===== config.mk =====
export PLATFORM = sky130hd
export DESIGN_NAME = ptw_cell
export DESIGN_NICKNAME = d
export VERILOG_FILES = /design/src/sv/assert_macros.svh /design/src/sv/ptw_pkg.sv /design/src/sv/ptw_cell.sv
export SDC_FILE = /design/constraint.sdc
export NUM_CORES = 1
export LEC_CHECK = 0
export BUFFER_PORTS_ARGS = -buffer_cell sky130_fd_sc_hd__buf_2
export CAP_MARGIN = 0
export CORE_MARGIN = 3
export CORE_UTILIZATION = 52
export CTS_CLUSTER_SIZE = 8
export DETAILED_ROUTE_END_ITERATION = 10
export MAX_ROUTING_LAYER = met4
export PLACE_DENSITY = 0.8
export SLEW_MARGIN = 20
export SYNTH_ARGS = -nofsm -noshare
export SYNTH_HDL_FRONTEND = slang
export SYNTH_SLANG_ARGS = --single-unit

===== constraint.sdc =====
create_clock -name i_clk -period 6.1 [get_ports i_clk]
set_clock_uncertainty 0.2 [all_clocks]
set_input_delay 0.915 -clock i_clk [delete_from_list [all_inputs] [get_ports i_clk]]
set_output_delay 0.915 -clock i_clk [all_outputs]
set_load 0.005 [all_outputs]

===== src/sv/assert_macros.svh =====
// Assertion helpers used by the walker core.
`ifndef ASSERT_MACROS_SVH
`define ASSERT_MACROS_SVH

`ifndef SYNTHESIS

// Antecedent implies consequent in the same cycle.
`define ASSERT_IMPLIES(lbl, clk, rst_n, ante, cons, msg) \
    lbl: assert property (@(posedge clk) disable iff (!(rst_n)) (ante) |-> (cons)) \
        else $error(msg);

// Antecedent implies consequent in the next cycle.
`define ASSERT_IMPLIES_NEXT(lbl, clk, rst_n, ante, cons, msg) \
    lbl: assert property (@(posedge clk) disable iff (!(rst_n)) (ante) |=> (cons)) \
        else $error(msg);

`else

`define ASSERT_IMPLIES(lbl, clk, rst_n, ante, cons, msg)
`define ASSERT_IMPLIES_NEXT(lbl, clk, rst_n, ante, cons, msg)

`endif

`endif


===== src/sv/ptw_pkg.sv =====
package ptw_pkg;

    localparam int unsigned ADDR_W   = 64;
    localparam int unsigned IDX_W    = 9;
    localparam int unsigned OFFS_W   = 12;
    localparam int unsigned WORD_SH  = 3;

    localparam logic [ADDR_W-1:0] FRAME_MASK = 64'hFFFF_FFFF_FFFF_F000;

    // Opcodes of an input word
    localparam logic OP_STORE = 1'b0;
    localparam logic OP_XLATE = 1'b1;

    // Result status codes
    localparam logic [1:0] ST_OK    = 2'd0;
    localparam logic [1:0] ST_FAULT = 2'd1;
    localparam logic [1:0] ST_FULL  = 2'd2;

    // Walk levels
    localparam logic [1:0] LVL_FIRST = 2'd0;
    localparam logic [1:0] LVL_LAST  = 2'd3;

    typedef enum logic [0:0] {
        S_IDLE,
        S_WAIT
    } t_state;

    // Lookup token handed from cell to cell
    typedef struct packed {
        logic              vld;
        logic              store;
        logic              hit;
        logic              done;
        logic [ADDR_W-1:0] addr;
        logic [ADDR_W-1:0] val;
    } t_token;

    // Byte offset of the table entry selected by one level of the walk
    function automatic logic [ADDR_W-1:0] entry_offset(input logic [ADDR_W-1:0] laddr,
                                                       input logic [1:0] lvl);
        logic [IDX_W-1:0] idx;
        begin
            case (lvl)
                2'd0:    idx = laddr[47:39];
                2'd1:    idx = laddr[38:30];
                2'd2:    idx = laddr[29:21];
                default: idx = laddr[20:12];
            endcase
            entry_offset = {{(ADDR_W-IDX_W-WORD_SH){1'b0}}, idx, {WORD_SH{1'b0}}};
        end
    endfunction

endpackage


===== src/sv/ptw_cell.sv =====
module ptw_cell
    import ptw_pkg::*;
(
    input  logic   i_clk,
    input  logic   i_rst_n,
    input  t_token i_tok,
    output t_token o_tok
);

    logic              r_valid;
    logic [ADDR_W-1:0] r_addr;
    logic [ADDR_W-1:0] r_val;
    t_token            r_tok;
    t_token            n_tok;
    logic              w_match;
    logic              w_write;

    // Compare the passing token against the held entry
    assign w_match = r_valid && i_tok.vld && !i_tok.hit && (r_addr == i_tok.addr);
    // Claim this entry: first empty cell reached by a store that found no copy
    assign w_write = i_tok.vld && i_tok.store && !r_valid && !i_tok.hit && !i_tok.done;

    always_comb begin
        n_tok = i_tok;
        if (w_match) begin
            n_tok.hit = 1'b1;
            if (!i_tok.store) begin
                n_tok.val = r_val;
            end
        end
        if (w_write) begin
            n_tok.done = 1'b1;
        end
    end

    // Hold the entry, fill it once
    always_ff @(posedge i_clk) begin
        if (!i_rst_n) begin
            r_valid <= 1'b0;
        end else if (w_write) begin
            r_valid <= 1'b1;
        end
    end

    always_ff @(posedge i_clk) begin
        if (w_write) begin
            r_addr <= i_tok.addr;
            r_val  <= i_tok.val;
        end
    end

    // Advance the token to the neighbor
    always_ff @(posedge i_clk) begin
        if (!i_rst_n) begin
            r_tok.vld <= 1'b0;
        end else begin
            r_tok <= n_tok;
        end
    end

    assign o_tok = r_tok;

endmodule


==> impl_metrics.py, run 1 <==
metrics = {
    "layout": {
        "fin_cells": 976,
        "num-fill-cells": 1132,
        "utilization_pct": 68.7,
        "area_growth_pct": 27.9,
        "final_area_sq_um": 12100,
        "drive_gt1_share_pct": 49.3,
        "regArea_sq_um": 7820,
        "multi_input_area_sq_um": 1530,
        "finalNetCount": 867,
    },
    "sta": {
        "hold_viol": 0,
        "fin_crit_ns": 3.51,
        "setup_violations": 0,
        "slew_headroom_pct": 31.9,
        "fin_ws_ns": 2.59,
        "slew_violations": 0,
        "finalHoldWorstSlack_ns": 0.333,
        "grt_setup_unrepaired": "no",
        "finalSetupTns_ns": 0,
        "worstMarginPinSlew_ns": 1.02,
        "fmax_mhz": 284,
        "timing.final.crit_share_pct": 57.6,
    },
    "setup_path": {
        "required_ns": 6.13,
        "cp_slowest_cell": "buf_4",
        "cp.arrival_ns": 3.54,
        "worst_setup_path_start_kind": "input port",
        "slowest_delay_ns": 0.68,
        "startpoint": "i_tok[118]",
        "rr_worst_depth": 7,
        "endpoint_kind": "register",
        "worstSetupPathType": "input port to register",
        "r2r_slack_ns": 2.74,
        "reg2reg_to": "o_tok[59]",
        "cp_max_fo": 64,
        "worstPathCellList": "buf_2, xnor2_1, nand4_1, nor4_1, nand4_2, nor3_4, buf_4, mux2_2",
        "crit_path_end": "o_tok[59]",
        "r2r-start": "r_addr[27]",
    },
    "place": {
        "io_buffers": 265,
        "dp_hpwl_um": 12800,
        "pre_cts_slack_ns": 2.11,
        "dpl.cell_count": 918,
        "postPlaceCellArea_sq_um": 11000,
        "gp_congestion": 0.753,
    },
    "yosys": {
        "ys_ff_latch": 261,
        "muxShareOfSynthArea_pct": 8.05,
        "ys_top_cells_by_count": "edfxtp_1, xnor2_1, mux2_2",
        "synthArstFlopShare_pct": 0,
        "synth_fa_ha_area_share_pct": 0,
        "synth_cell_types": 28,
        "yosys_warnings": 0,
        "synthSimpleGateAreaFrac_pct": 2.18,
        "yosys.cell_count.top_type": "edfxtp_1",
        "syn-instance-count": 430,
        "avgSynthCellArea_sq_um": 21.9,
        "netlist_area_sq_um": 9420,
        "synth_edf_count": 259,
        "synth_seq_area_share_pct": 83.0,
        "synth_top_cell_by_area": "edfxtp_1",
        "yosys.area_share.xor_xnor_pct": 5.58,
        "synth_nets": 564,
        "synthTopCellsByArea": "edfxtp_1, mux2_2, xnor2_1, mux2_4, xor2_1",
        "synth_flop_cell": "edfxtp_1",
        "synth_top_area_share_pct": 82.5,
        "synth_compound_area_share_pct": 0.412,
        "synth_top_family_by_area": "multiplexers",
    },
    "global_routing": {
        "grt_max_degree": 80,
        "track_usage_pct": 19.7,
        "overflow": 0,
        "grt_pass1_wl_um": 29600,
        "grt_pass1_vias": 5496,
        "antenna_found_initial": 1,
    },
    "clock_network": {
        "cts_repair_resize_count": 0,
        "postCtsSetupBuffers": 0,
        "cts_max_path_buffers": 3,
        "cts.clk_slew.worst_paths_ns": 0.05,
        "cts_htree_levels": 2,
        "clock-root-buffer": "clkbuf_16",
        "holdBufCountCts": 0,
        "cts_tree": "yes",
        "worstSkewPairLatency_ns": 0.50,
        "clock-sinks": 261,
        "cts_buffers": 38,
    },
    "die": {
        "core_area_sq_um": 17500,
        "rows": 48,
        "die_w_um": 141,
        "start_util_pct": 53.7,
        "ios": 266,
        "die_y_um": 141,
        "die_area_sq_um": 19800,
    },
    "drt": {
        "drc": 0,
        "via_count": 5083,
        "firstDrtPassIters": 4,
        "ant_nets": 0,
        "wirelength_um": 19100,
        "drt_iter0_markers": 322,
        "wl_per_cell_um": 19.6,
        "via_per_inst": 5.21,
    },
    "power": {
        "p_leak_nw": 4.52,
        "p_per_area_nw_per_um2": 346,
        "finalPower_mw": 4.17,
        "ir_worst_vdd_uv": 289,
    },
    "min_path": {
        "hp-class": "register to register",
    },
    "flow_run": {
        "drv_cap": 0,
    },
    "outcome": {
        "status": "finished clean",
    },
}
## report_power, final
part / total (mW) / internal, mW / switching (mW)
sequential: 2.10 / 2.08 / 0.0247
combinational: 0.230 / 0.111 / 0.119
clock: 1.84 / 1.16 / 0.682
## routing by layer
layer | vias up | share of wire (%) | GRT usage (%)
met1 | 2528 | 40 | 24.3
met3 | 42 | 7.4 | 5.66
met4 | 0 | 2.5 | 6.83
met5 | - | 0 | -
li1 | 2305 | - | -
met2 | 208 | 50 | 31.7
## state kept, by name, indices dropped and copies added, names as in the netlist
name and count:
r_valid 1, o_tok 132, r_val 64, r_addr 64
## area by class of cell
| class | instances | area share [%] |
|---|---|---|
| sequential | 261 | 64.8 |
| multi-input combinational | 160 | 12.7 |
| timing repair buffer | 269 | 11.3 |
| clock buffer | 55 | 8.59 |
| tap | 225 | 2.34 |
| clock inverter | 2 | 0.104 |
| inverter | 3 | 0.0934 |
| antenna | 1 | 0.0208 |
## logic make-up (layout without fill, tap and decap cells)
logic type             after synthesis  count (layout)
flip-flops                         261             261
multiplexers                        64              64
XOR/XNOR                            60              60
AND/OR/NAND/NOR                     30              30
buffers and inverters                9             329
AO/OA/AOI/OAI                        6               6
other                                0               1
## cell usage in the layout, fill, tap and decap left out, drive strengths merged, types with 2 or more instances in the layout
master,count
buf,269
edfxtp,259
mux2,64
clkbuf,55
xnor2,48
nand4,13
xor2,12
nor4,5
inv,4
nor2,2
nor2b,2
dfxtp,2
nor3,2
## how the worst min path moves through the flow
stage | from | to | slack [ns] | cells past startpoint
6_report | r_valid | r_valid | 0.33 | 1
5_1_grt | r_valid | r_valid | 0.33 | 1
4_1_cts | r_valid | r_valid | 0.32 | 1
3_5_place_dp | r_valid | r_valid | 0.31 | 1
3_3_place_gp | r_valid | r_valid | 0.27 | 1
2_1_floorplan | r_valid | r_valid | 0.26 | 1
## worst max-delay path, delay by kind of cell
kind                      cells  cell delay, ns
xor gates and xnor gates      1            0.19
buffers and inverters         2            0.80
muxes                         1            0.42
and+or+nand+nor               4            1.07
Note: power is estimated with default switching activity, not from simulation.
==> run 2: changes to the inputs <==
Clock period 6.1 ns to 3.7 ns, I/O delays scaled along.
==> run 2 against run 1 <==
Net effect:
- design area up 0.21%
- cell count down 0.61%
- flip-flop and latch count unchanged
- core utilization up 0.14 points
- die area unchanged
- sequential share of layout area down 0.13 points
- critical path type is now register to register
- critical endpoint is now o_tok[21]
==> impl_metrics.py, run 2 (same netlist as run 1, synthesis figures left out) <==
metrics = {
    "drt": {
        "drc": 0,
        "via_count": 5071,
        "wl_per_cell_um": 19.6,
        "firstDrtPassIters": 4,
        "ant_nets": 0,
        "via_per_inst": 5.23,
        "wirelength_um": 19000,
        "drt_iter0_markers": 261,
    },
    "min_path": {
        "min_to": "r_val[46]",
        "hp-class": "input port to register",
        "hold_depth": 1,
        "hp-start": "i_tok[46]",
    },
    "layout": {
        "final_common_cell": "buf_2",
        "finalNetCount": 868,
        "multi_input_area_sq_um": 1530,
        "regArea_sq_um": 7820,
        "drive_gt1_share_pct": 50.2,
        "area_growth_pct": 28.2,
        "utilization_pct": 68.9,
        "num-fill-cells": 1173,
        "final_cell_mix": "buf_2, edfxtp_1, xnor2_1",
        "largest_reg_flops": 132,
    },
    "power": {
        "combPwrFrac_pct": 5.6,
        "switching_power_mw": 1.32,
        "internal_power_mw": 5.47,
        "ir_worst_vdd_uv": 457,
        "p_leak_nw": 4.53,
        "p_sw_share_pct": 19.5,
        "p_per_area_nw_per_um2": 563,
        "p_clk_share_pct": 43.4,
        "power.share.sequential_pct": 51.0,
    },
    "clock_network": {
        "cts_buffers": 38,
        "clock-root-buffer": "clkbuf_16",
        "cts_htree_levels": 2,
        "postCtsSetupBuffers": 0,
        "clock-sinks": 261,
        "cts.clk_slew.worst_paths_ns": 0.05,
        "cts_repair_resize_count": 0,
        "cts_tree": "yes",
        "holdBufCountCts": 0,
        "worstSkewPairLatency_ns": 0.50,
        "cts_max_path_buffers": 3,
    },
    "die": {
        "start_util_pct": 53.7,
        "ios": 266,
        "core_area_sq_um": 17500,
        "die_y_um": 141,
        "rows": 48,
        "die_w_um": 141,
        "die_area_sq_um": 19800,
    },
    "setup_path": {
        "cp_max_fo": 64,
        "worst_setup_path_start_kind": "register",
        "worstPathCellList": "xnor2_1, nand4_1, nor4_1, nand4_2, nor3_4, buf_12, mux2_2",
        "r2r-start": "r_addr[59]",
        "required_ns": 3.73,
        "r2r_slack_ns": 0.78,
        "cp_slowest_cell": "nor4_1",
        "cp.arrival_ns": 2.95,
        "worstSetupPathType": "register to register",
        "endpoint_kind": "register",
        "crit_family": "simple AND/OR/NAND/NOR gates",
        "rr_worst_depth": 7,
        "slowest_delay_ns": 0.49,
        "cp_num_buf_inv": 1,
        "reg2reg_to": "o_tok[21]",
    },
    "flow_run": {
        "drv_cap": 0,
    },
    "sta": {
        "timing.final.crit_share_pct": 78.9,
        "setup_violations": 0,
        "fmax_mhz": 343,
        "finalSetupTns_ns": 0,
        "fin_ws_ns": 0.782,
        "slew_headroom_pct": 55.0,
        "fin_crit_ns": 2.92,
        "slew_violations": 0,
        "grt_setup_unrepaired": "no",
        "worstMarginPinSlew_ns": 0.676,
        "hold_viol": 0,
    },
    "global_routing": {
        "grt_pass1_vias": 5519,
        "overflow": 0,
        "grt_pass1_wl_um": 29500,
        "antenna_found_initial": 4,
        "track_usage_pct": 19.7,
        "grt_max_degree": 65,
    },
    "place": {
        "gp_congestion": 0.829,
        "dp_hpwl_um": 13000,
        "io_buffers": 265,
        "pre_cts_slack_ns": 0.507,
    },
    "outcome": {
        "status": "finished clean",
    },
}
[run 2: final cells by class]
type                    instances  area share, %
flip-flops and latches        261           64.7
multi-input cells             160           12.7
repair buffers                270           11.7
clock buffers                  45           8.27
well taps                     225           2.33
clock inverters                 2          0.114
inverters                       3         0.0932
diodes                          4         0.0829
[run 2: power by group through the flow]
stage                     logic, mW  clock network [mW]  registers (mW)
after CTS                     0.388                3.03            3.47
after global routing          0.416                3.19            3.47
after floorplan              0.0856                   0            3.53
after detailed placement      0.385                   0            3.52
final                         0.381                2.95            3.47
after global placement        0.369                   0            3.51
[run 2: worst max-delay path by stage]
stage | startpoint | end | slack (ns) | depth (start not counted)
floorplan | i_tok[128] | o_tok[128] | 0.70 | 3
global placement | i_tok[101] | o_tok[17] | 0.60 | 8
detailed placement | i_tok[101] | o_tok[21] | 0.51 | 8
CTS | r_addr[59] | o_tok[37] | 0.72 | 7
global route | r_addr[54] | o_tok[55] | 0.60 | 7
finish | r_addr[59] | o_tok[21] | 0.78 | 7
[run 2: routing by layer]
layer | vias up | global-route usage, % | wire (um)
met2 | 213 | 31.7 | 9740
met1 | 2504 | 24.0 | 7320
li1 | 2309 | - | -
met3 | 45 | 5.22 | 1360
met5 | - | - | 0
met4 | 0 | 7.85 | 586
[run 2: through the flow]
stage / std cells / total power [mW] / hold slack [ns] / area [sq um]
after floorplan: 430 / 3.62 / 0.257 / 9430
after global routing: 970 / 7.07 / 0.0269 / 12100
after CTS: 966 / 6.89 / 0.0160 / 12100
after global placement: 919 / 3.88 / 0.278 / 11100
final: 970 / 6.80 / 0.0450 / 12100
after detailed placement: 919 / 3.90 / 0.306 / 11100
